`config.mk`:
```
export PLATFORM = sky130hd
export DESIGN_NAME = json_number_validator_top_flat
export DESIGN_NICKNAME = d
export VERILOG_FILES = /design/src/sv/jnv_pkg.sv /design/src/sv/jnv_if.sv /design/src/sv/jnv_in_stage.sv /design/src/sv/jnv_scan.sv /design/src/sv/json_number_validator_top.sv /design/src/flat_wrapper.sv
export SDC_FILE = /design/constraint.sdc
export NUM_CORES = 1
export LEC_CHECK = 0
export ABC_CLOCK_PERIOD_IN_PS = 5800
export BUFFER_PORTS_ARGS = -buffer_cell sky130_fd_sc_hd__buf_2
export CAP_MARGIN = 20
export CORE_ASPECT_RATIO = 1.2
export CORE_MARGIN = 4
export CORE_UTILIZATION = 35
export DETAILED_ROUTE_END_ITERATION = 16
export PLACE_DENSITY = 0.58
export SYNTH_ARGS = -nofsm -noshare
export SYNTH_HDL_FRONTEND = slang
export SYNTH_HIERARCHICAL = 1
export SYNTH_SLANG_ARGS = --single-unit
export TNS_END_PERCENT = 50
```
`constraint.sdc`:
```
create_clock -name clk -period 5.8 [get_ports clk]
set_input_delay 1.16 -clock clk [delete_from_list [all_inputs] [get_ports clk]]
set_output_delay 1.16 -clock clk [all_outputs]
set_load 0.01 [all_outputs]
```
`src/sv/jnv_pkg.sv`:
```
// Package for the JSON number validator: item types, phase and verdict codes, grammar step.
package jnv_pkg;

    localparam int unsigned CpWidth    = 21;
    localparam int unsigned LimitWidth = 16;
    localparam int unsigned CountWidth = 16;

    typedef logic [CpWidth-1:0]    cp_t;
    typedef logic [LimitWidth-1:0] limit_t;
    typedef logic [CountWidth-1:0] count_t;
    typedef logic [3:0]            phase_t;
    typedef logic [1:0]            verdict_t;

    // Grammar positions
    localparam phase_t PH_START   = 4'd0;
    localparam phase_t PH_MINUS   = 4'd1;
    localparam phase_t PH_ZERO    = 4'd2;
    localparam phase_t PH_INT     = 4'd3;
    localparam phase_t PH_DOT     = 4'd4;
    localparam phase_t PH_FRAC    = 4'd5;
    localparam phase_t PH_EXP     = 4'd6;
    localparam phase_t PH_EXPSIGN = 4'd7;
    localparam phase_t PH_EXPDIG  = 4'd8;
    localparam phase_t PH_BAD     = 4'd15;

    // Verdict codes
    localparam verdict_t V_PENDING = 2'd0;
    localparam verdict_t V_VALID   = 2'd1;
    localparam verdict_t V_INVALID = 2'd2;
    localparam verdict_t V_IDLE    = 2'd3;

    // Characters
    localparam cp_t CH_MINUS = 21'h2D;
    localparam cp_t CH_PLUS  = 21'h2B;
    localparam cp_t CH_ZERO  = 21'h30;
    localparam cp_t CH_NINE  = 21'h39;
    localparam cp_t CH_DOT   = 21'h2E;
    localparam cp_t CH_LO_E  = 21'h65;
    localparam cp_t CH_UP_E  = 21'h45;
    localparam cp_t CH_COMMA = 21'h2C;
    localparam cp_t CH_RBRK  = 21'h5D;
    localparam cp_t CH_SPACE = 21'h20;
    localparam cp_t CH_TAB   = 21'h09;
    localparam cp_t CH_LF    = 21'h0A;
    localparam cp_t CH_CR    = 21'h0D;

    localparam count_t COUNT_MAX = '1;

    // One registered request
    typedef struct packed {
        cp_t  code_point;
        logic first;
        logic last;
    } item_t;

    function automatic logic is_digit(input cp_t c);
        return (c >= CH_ZERO) && (c <= CH_NINE);
    endfunction

    function automatic logic is_blank(input cp_t c);
        return (c == CH_SPACE) || (c == CH_TAB) || (c == CH_LF) || (c == CH_CR);
    endfunction

    function automatic logic is_complete(input phase_t p);
        return (p == PH_ZERO) || (p == PH_INT) || (p == PH_FRAC) || (p == PH_EXPDIG);
    endfunction

    // One grammar step; PH_BAD when the character breaks the grammar
    function automatic phase_t next_phase(input phase_t p, input cp_t c);
        logic   dig;
        logic   expmark;
        phase_t np;
        dig     = is_digit(c);
        expmark = (c == CH_LO_E) || (c == CH_UP_E);
        np      = PH_BAD;
        unique case (p)
            PH_START:
            begin
                if (c == CH_MINUS)     np = PH_MINUS;
                else if (c == CH_ZERO) np = PH_ZERO;
                else if (dig)          np = PH_INT;
            end
            PH_MINUS:
            begin
                if (c == CH_ZERO) np = PH_ZERO;
                else if (dig)     np = PH_INT;
            end
            PH_ZERO:
            begin
                if (c == CH_DOT)   np = PH_DOT;
                else if (expmark)  np = PH_EXP;
            end
            PH_INT:
            begin
                if (dig)                np = PH_INT;
                else if (c == CH_DOT)   np = PH_DOT;
                else if (expmark)       np = PH_EXP;
            end
            PH_DOT:
            begin
                if (dig) np = PH_FRAC;
            end
            PH_FRAC:
            begin
                if (dig)          np = PH_FRAC;
                else if (expmark) np = PH_EXP;
            end
            PH_EXP:
            begin
                if ((c == CH_PLUS) || (c == CH_MINUS)) np = PH_EXPSIGN;
                else if (dig)                          np = PH_EXPDIG;
            end
            PH_EXPSIGN, PH_EXPDIG:
            begin
                if (dig) np = PH_EXPDIG;
            end
            default:
            begin
                np = PH_BAD;
            end
        endcase
        return np;
    endfunction

endpackage

```
`src/sv/jnv_if.sv`:
```
// Channel interfaces for the JSON number validator: character requests and verdicts.
interface jnv_in_if;
    logic             valid;
    logic             ready;
    jnv_pkg::cp_t     code_point;
    logic             first;
    logic             last;

    modport source (output valid, output code_point, output first, output last, input ready);
    modport sink   (input valid, input code_point, input first, input last, output ready);
endinterface

interface jnv_out_if;
    logic              valid;
    logic              ready;
    jnv_pkg::verdict_t verdict;
    logic              ended_on_terminator;

    modport source (output valid, output verdict, output ended_on_terminator, input ready);
    modport sink   (input valid, input verdict, input ended_on_terminator, output ready);
endinterface

```
`src/sv/jnv_in_stage.sv`:
```
// JSON number validator input register: captures one character per cycle unless stalled.
module jnv_in_stage
(
    input  logic            clk,
    input  logic            rst_n,
    jnv_in_if.sink          item_in,
    input  logic            take,
    output logic            item_valid,
    output jnv_pkg::item_t  item
);

    logic           valid_reg;
    logic           valid_next;
    jnv_pkg::item_t item_reg;
    logic           accept;

    // Accept while empty or while the held request moves on
    assign item_in.ready = !valid_reg || take;
    assign accept        = item_in.valid && item_in.ready;

    always_comb
    begin
        valid_next = valid_reg;
        if (accept)
            valid_next = 1'b1;
        else if (take)
            valid_next = 1'b0;
    end

    always_ff @(posedge clk or negedge rst_n)
    begin
        if (!rst_n)
            valid_reg <= 1'b0;
        else
            valid_reg <= valid_next;
    end

    // Hold the payload until replaced
    always_ff @(posedge clk)
    begin
        if (accept)
        begin
            item_reg.code_point <= item_in.code_point;
            item_reg.first      <= item_in.first;
            item_reg.last       <= item_in.last;
        end
    end

    assign item_valid = valid_reg;
    assign item       = item_reg;

endmodule

```
`src/sv/jnv_scan.sv`:
```
// Scanner of the JSON number validator: grammar state, length limit and result register.
module jnv_scan
(
    input  logic            clk,
    input  logic            rst_n,
    input  logic            cfg_we,
    input  jnv_pkg::limit_t cfg_wdata,
    input  logic            item_valid,
    input  jnv_pkg::item_t  item,
    output logic            take,
    jnv_out_if.source       result_out
);

    localparam jnv_pkg::limit_t LIMIT_RESET = 16'd256;

    jnv_pkg::limit_t   limit_reg;
    jnv_pkg::phase_t   phase_reg, phase_next;
    logic              trail_reg, trail_next;
    jnv_pkg::count_t   count_reg, count_next;
    logic              decided_reg, decided_next;
    logic              out_valid_reg, out_valid_next;
    jnv_pkg::verdict_t verdict_reg, verdict_next;
    logic              term_reg, term_next;

    jnv_pkg::phase_t   cur_phase;
    logic              cur_trail;
    jnv_pkg::count_t   cur_count;
    logic              cur_decided;
    jnv_pkg::phase_t   step_phase;
    logic              is_term;

    // Advance when a request waits and the result slot is free or draining
    assign take = item_valid && (!out_valid_reg || result_out.ready);

    // Scan one character
    always_comb
    begin
        cur_phase   = item.first ? jnv_pkg::PH_START : phase_reg;
        cur_trail   = item.first ? 1'b0 : trail_reg;
        cur_count   = item.first ? '0 : count_reg;
        cur_decided = item.first ? 1'b0 : decided_reg;
        step_phase  = jnv_pkg::next_phase(cur_phase, item.code_point);
        is_term     = (item.code_point == jnv_pkg::CH_COMMA) ||
                      (item.code_point == jnv_pkg::CH_RBRK);

        phase_next   = cur_phase;
        trail_next   = cur_trail;
        count_next   = cur_count;
        decided_next = cur_decided;
        verdict_next = jnv_pkg::V_PENDING;
        term_next    = 1'b0;

        if (cur_decided)
        begin
            verdict_next = jnv_pkg::V_IDLE;
        end
        else
        begin
            if (cur_count != jnv_pkg::COUNT_MAX)
                count_next = cur_count + 1'b1;

            priority if (is_term)
            begin
                verdict_next = jnv_pkg::is_complete(cur_phase) ? jnv_pkg::V_VALID
                                                               : jnv_pkg::V_INVALID;
                term_next    = 1'b1;
            end
            else if (jnv_pkg::is_blank(item.code_point))
            begin
                priority if (cur_trail || (cur_phase == jnv_pkg::PH_START))
                    trail_next = cur_trail;
                else if (jnv_pkg::is_complete(cur_phase))
                    trail_next = 1'b1;
                else
                    verdict_next = jnv_pkg::V_INVALID;
            end
            else if (cur_trail)
            begin
                verdict_next = jnv_pkg::V_INVALID;
            end
            else if (step_phase == jnv_pkg::PH_BAD)
            begin
                verdict_next = jnv_pkg::V_INVALID;
            end
            else
            begin
                phase_next = step_phase;
            end

            // End of buffer or length limit closes the value
            if ((verdict_next == jnv_pkg::V_PENDING) &&
                (item.last || (count_next >= limit_reg)))
                verdict_next = jnv_pkg::is_complete(phase_next) ? jnv_pkg::V_VALID
                                                                : jnv_pkg::V_INVALID;

            if (verdict_next != jnv_pkg::V_PENDING)
                decided_next = 1'b1;
        end
    end

    // Result slot occupancy
    always_comb
    begin
        out_valid_next = out_valid_reg;
        if (take)
            out_valid_next = 1'b1;
        else if (result_out.ready)
            out_valid_next = 1'b0;
    end

    // Control state and configuration
    always_ff @(posedge clk or negedge rst_n)
    begin
        if (!rst_n)
        begin
            limit_reg     <= LIMIT_RESET;
            phase_reg     <= jnv_pkg::PH_START;
            trail_reg     <= 1'b0;
            count_reg     <= '0;
            decided_reg   <= 1'b1;
            out_valid_reg <= 1'b0;
        end
        else
        begin
            if (cfg_we)
                limit_reg <= cfg_wdata;
            if (take)
            begin
                phase_reg   <= phase_next;
                trail_reg   <= trail_next;
                count_reg   <= count_next;
                decided_reg <= decided_next;
            end
            out_valid_reg <= out_valid_next;
        end
    end

    // Result payload
    always_ff @(posedge clk)
    begin
        if (take)
        begin
            verdict_reg <= verdict_next;
            term_reg    <= term_next;
        end
    end

    assign result_out.valid               = out_valid_reg;
    assign result_out.verdict             = verdict_reg;
    assign result_out.ended_on_terminator = term_reg;

    // A terminator flag comes only with a decision
    a_term_decides: assert property (@(posedge clk) disable iff (!rst_n)
        out_valid_reg && term_reg |->
            (verdict_reg == jnv_pkg::V_VALID) || (verdict_reg == jnv_pkg::V_INVALID))
        else $error("terminator flag without a decision");

    // A character after a decision without a restart is idle
    a_idle: assert property (@(posedge clk) disable iff (!rst_n)
        take && decided_reg && !item.first |=> (verdict_reg == jnv_pkg::V_IDLE))
        else $error("character after decision not reported idle");

    // A trailing blank only follows a complete number
    a_trail: assert property (@(posedge clk) disable iff (!rst_n)
        trail_reg |-> jnv_pkg::is_complete(phase_reg))
        else $error("trailing blank on incomplete number");

    // A decision marks the value decided
    a_decided: assert property (@(posedge clk) disable iff (!rst_n)
        take && (verdict_next != jnv_pkg::V_PENDING) |=> decided_reg)
        else $error("decision did not close the value");

endmodule

```
`src/sv/json_number_validator_top.sv`:
```
// Top level of the JSON number validator: input register, scanner and result register.
//
//   channel      direction  handshake        payload
//   item_in      in         valid / ready    code_point[20:0], first, last
//   result_out   out        valid / ready    verdict[1:0], ended_on_terminator
//   cfg          in         cfg_we           cfg_wdata[15:0] (length limit)
//
// One request per cycle sustained while the result drains; a taken request passes through
// the input register, then the scan logic into the result register.
// The grammar state updates in the same cycle as the result register loads, so each
// character sees the state left by the one before it.
// Reset (rst_n low) clears the state to idle and the length limit to 256.
// A stalled result holds; the input register still takes a request when the result
// drains in the same cycle.
module json_number_validator_top
(
    input  logic        clk,
    input  logic        rst_n,
    input  logic        cfg_we,
    input  logic [15:0] cfg_wdata,
    jnv_in_if.sink      item_in,
    jnv_out_if.source   result_out
);

    logic           take;
    logic           item_valid;
    jnv_pkg::item_t item;

    jnv_in_stage u_in_stage
    (
        .clk        (clk),
        .rst_n      (rst_n),
        .item_in    (item_in),
        .take       (take),
        .item_valid (item_valid),
        .item       (item)
    );

    jnv_scan u_scan
    (
        .clk        (clk),
        .rst_n      (rst_n),
        .cfg_we     (cfg_we),
        .cfg_wdata  (cfg_wdata),
        .item_valid (item_valid),
        .item       (item),
        .take       (take),
        .result_out (result_out)
    );

endmodule

```
`src/flat_wrapper.sv`:
```
// flat-port wrapper written by rule: the top's interface ports become plain ports
module json_number_validator_top_flat 
  (clk, rst_n, cfg_we, cfg_wdata, item_in_valid, item_in_code_point, item_in_first, item_in_last, item_in_ready, result_out_valid, result_out_verdict, result_out_ended_on_terminator, result_out_ready);
  jnv_in_if item_in_i ();
  jnv_out_if result_out_i ();
  input  logic clk;
  input  logic rst_n;
  input  logic cfg_we;
  input  logic [15:0] cfg_wdata;
  input wire logic [$bits(item_in_i.valid)-1:0] item_in_valid;
  input wire logic [$bits(item_in_i.code_point)-1:0] item_in_code_point;
  input wire logic [$bits(item_in_i.first)-1:0] item_in_first;
  input wire logic [$bits(item_in_i.last)-1:0] item_in_last;
  output wire logic [$bits(item_in_i.ready)-1:0] item_in_ready;
  output wire logic [$bits(result_out_i.valid)-1:0] result_out_valid;
  output wire logic [$bits(result_out_i.verdict)-1:0] result_out_verdict;
  output wire logic [$bits(result_out_i.ended_on_terminator)-1:0] result_out_ended_on_terminator;
  input wire logic [$bits(result_out_i.ready)-1:0] result_out_ready;
  assign item_in_i.valid = item_in_valid;
  assign item_in_i.code_point = item_in_code_point;
  assign item_in_i.first = item_in_first;
  assign item_in_i.last = item_in_last;
  assign item_in_ready = item_in_i.ready;
  assign result_out_valid = result_out_i.valid;
  assign result_out_verdict = result_out_i.verdict;
  assign result_out_ended_on_terminator = result_out_i.ended_on_terminator;
  assign result_out_i.ready = result_out_ready;
  json_number_validator_top u_core (.clk(clk), .rst_n(rst_n), .cfg_we(cfg_we), .cfg_wdata(cfg_wdata), .item_in(item_in_i), .result_out(result_out_i));
endmodule
```
==> impl_metrics.csv <==
group,metric,value,unit
synthesis,syn-instance-count,376,
floorplan,initial_core_util,0.3623,
clocking,cts_buffers,9,
synthesis,synth_cell_type_count,72,
finish,largest_reg_flops,23,
route,drt.antenna.violating_nets,0,
worst_hold_path,hold_class,"reg2reg",
critical_path,max_stage_delay,0.84,ns
sta,tns,0,ns
floorplan,die_h,123.1,um
sta,relSlewSlack,0.4101,
route,first_pass_iters,5,
critical_path,critPathArrivalTime,4.89,ns
sta,fmax,207.5,MHz
place,portBuffers,48,
route,post_drt_wl_per_cell,14.26,um
synthesis,synth_compound_area_frac,0.1414,
place,place_hpwl,5.820,mm
synthesis,yosys_warnings,6,
sta,fin_crit_sh,0.8308,
synthesis,synth_top_family_by_area,"simple AND/OR/NAND/NOR gates",
clocking,clkLatencyLatePin,0.33,ns
clocking,cts_hold_buf,0,
power_and_ir_drop,fin_total_pwr,1.515,mW
synthesis,synth_flop_cell,"dfrtp_1",
sta,min_period,4.819,ns
floorplan,die_w,103.9,um
synthesis,syn_area_per_cell,10.28,um^2
synthesis,synthesis.nets,437,
route,vias_per_cell,5.266,
route,drt-initial-drc-count,51,
route,vias,2912,
clocking,ctsHtreeMaxLevel,3,
critical_path,cp-end-kind,"register",
global_route,grt_pass1_wl,13.34,mm
outcome,status,"complete, no violations",
power_and_ir_drop,power_density,337.2,mW/mm^2
floorplan,io-pin-count,49,
clocking,root_buffer,"clkbuf_16",
clocking,cts.sink_count,66,
global_route,grt_max_degree,41,
power_and_ir_drop,power.internal,1.043,mW
sta,setup_slack,0.9811,ns
floorplan,die-area,0.01280,mm^2
power_and_ir_drop,switching_share,0.3113,
critical_path,cp-start-kind,"register",
clocking,cts_resized,0,
sta,maxSlewViolCount,0,
job,max_cap_violations,0,
synthesis,ys_ff_latch,66,
place,dp_slack,1.044,ns
power_and_ir_drop,combPwrFrac,0.237,
synthesis,synth_fa_ha_area_frac,0.05502,
floorplan,core,0.01067,mm^2
synthesis,async_flop_share,0.6061,
clocking,ctsLongestPathBuffers,2,
power_and_ir_drop,p_clk_frac,0.350,
clocking,cts_tree,"yes",
clocking,clkTransAtPathRegs,0.05,ns
global_route,grt.overflow.total,0,
synthesis,syn_area,0.003866,mm^2
critical_path,slowest_stage,"edfxtp_1",
finish,fillCellCount,1041,
global_route,grt_use_total,0.1275,
power_and_ir_drop,ir_drop,0.1749,mV
sta,finalSetupViolations,0,
floorplan,num_rows,41,
power_and_ir_drop,p_seq_frac,0.412,
sta,rsz0062_at_grt,"no",
sta,skew,0.008178,ns
global_route,antenna_found_initial,0,
power_and_ir_drop,switching_power,0.4717,mW
synthesis,synth_edf_count,26,
route,totalWireLength,7.887,mm
finish,fin_nets,480,
finish,n_antenna_cell,0,
synthesis,synth_mux_area_frac,0.03883,
synthesis,synth-simple-area-share,0.2298,
global_route,grt_pass1_vias,2873,
critical_path,crit_type,"reg2reg",
critical_path,worstPathRequired,5.87,ns
route,route.detailed.drc,0,
synthesis,yosysSeqAreaShare,0.4615,
power_and_ir_drop,power.leakage,1.913,nW
synthesis,synth-xor-area-share,0.02945,
critical_path,path_cells,"nor2b_1, ha_1, nand3_1, and3b_1, nand4b_1, nand4_1, nor2_1, xor2_1, ha_1, a21o_1, a21o_1, a2111oi_0, a31oi_1, o41ai_2, or4_1, nand3_1",
place,place_congestion,0.8413,
clocking,post_cts_buffers,0,
critical_path,worstPathMaxFanout,27,
finish,area_growth,16.21,%
finish,drive_above_1_share,0.2453,
sta,worstMarginPinSlew,0.8849,ns
sta,hold_viol_final,0,
-- Yosys cell counts (9+ instances only) --
master | number | share of area
edfxtp_1 | 26 | 0.20
o31ai_1 | 9 | 0.017
ha_1 | 17 | 0.055
a21oi_1 | 11 | 0.014
inv_1 | 16 | 0.016
nand2_1 | 47 | 0.046
nor2b_1 | 10 | 0.016
clkbuf_1 | 10 | 0.0097
nor2_1 | 26 | 0.025
o21ai_0 | 22 | 0.028
nand2b_1 | 11 | 0.018
dfrtp_1 | 38 | 0.25
-- critical path: cells and delay by family (launching register included) --
family,cells,cell delay [ns]
xor+xnor,1,0.23
flops,1,0.84
fa+ha+maj,2,0.57
simple gates,8,1.50
compound gates,5,1.42
-- cell families (layout without fill, tap and decap cells) --
logic type               Yosys count  after routing
buffers and inverters             34             82
XOR/XNOR                          13             13
adder cells (fa/ha/maj)           17             17
AND/OR/NAND/NOR                  156            156
AO/OA/AOI/OAI                     76             76
multiplexers                      14             14
flip-flops                        66             66
-- routing by layer --
layer / global-route usage / share of wire / wire [um]
met1: 0.1499 / 0.43 / 3397
met2: 0.2248 / 0.50 / 3978
met3: 0.03081 / 0.047 / 368
met4: 0.05320 / 0.018 / 143
met5: 0 / 0 / 0
-- final timing paths --
path / end / depth (start not counted) / from / slack, ns
min in group asynchronous: u_core/u_scan/limit_reg[11] / 1 / rst_n / 0.95
min reg2reg: u_core/u_scan/decided_reg / 2 / u_core/u_scan/decided_reg / 0.50
max in group asynchronous: u_core/u_scan/trail_reg / 1 / rst_n / 4.29
max: u_core/u_scan/result_out.verdict[1] / 16 / u_core/u_in_stage/item[1] / 0.98
max reg2reg: u_core/u_scan/result_out.verdict[1] / 16 / u_core/u_in_stage/item[1] / 0.98
min: u_core/u_scan/decided_reg / 2 / u_core/u_scan/decided_reg / 0.50
-- placed cells by master (no fill, tap or decap), types with 5 or more instances in the layout --
| master | netlist | final |
|---|---|---|
| edfxtp_1 | 26 | 26 |
| nand2_1 | 47 | 47 |
| ha_1 | 17 | 17 |
| o31ai_1 | 9 | 9 |
| nand3_1 | 8 | 8 |
| nand2b_1 | 11 | 11 |
| buf_2 | 2 | 48 |
| inv_1 | 16 | 16 |
| xnor2_1 | 7 | 7 |
| mux2i_1 | 6 | 6 |
| nor3_1 | 5 | 5 |
| xor2_1 | 6 | 6 |
| nor2b_1 | 10 | 10 |
| clkbuf_16 | 0 | 10 |
| dfrtp_1 | 38 | 38 |
| nor2_1 | 26 | 26 |
| o21ai_0 | 22 | 22 |
| and3_1 | 6 | 6 |
| a21oi_1 | 11 | 11 |
| nand4_1 | 6 | 6 |
| mux2_2 | 8 | 8 |
| a21o_1 | 5 | 5 |
-- metrics by stage --
stage               instances  instance area, um^2    util  hold WS (ns)
floorplan                 376                 3866       -        0.4782
global placement          536                 4165  0.3904        0.4865
detailed placement        536                 4165  0.3904        0.4957
CTS                       552                 4466  0.4185        0.5044
global route              553                 4493  0.4211        0.5243
finish                    553                 4493  0.4211        0.4980
-- final cells by class --
| type | instances | area [um^2] | share of cell area |
|---|---|---|---|
| well taps | 129 | 161.4 | 0.03592 |
| multi-input cells | 276 | 1912 | 0.4255 |
| clock buffers | 12 | 267.8 | 0.05959 |
| repair buffers | 50 | 275.3 | 0.06126 |
| inverters | 16 | 60.06 | 0.01337 |
| clock inverters | 4 | 32.53 | 0.007240 |
| flip-flops and latches | 66 | 1784 | 0.3971 |
-- power by group through the flow --
stage | clock network, mW | logic (mW) | registers (mW)
2_1_floorplan | 0 | 0.309 | 0.584
3_3_place_gp | 0 | 0.342 | 0.631
3_5_place_dp | 0 | 0.348 | 0.633
4_1_cts | 0.546 | 0.350 | 0.624
5_1_grt | 0.570 | 0.399 | 0.634
6_report | 0.531 | 0.359 | 0.625
(Power assumes the default switching activity.)
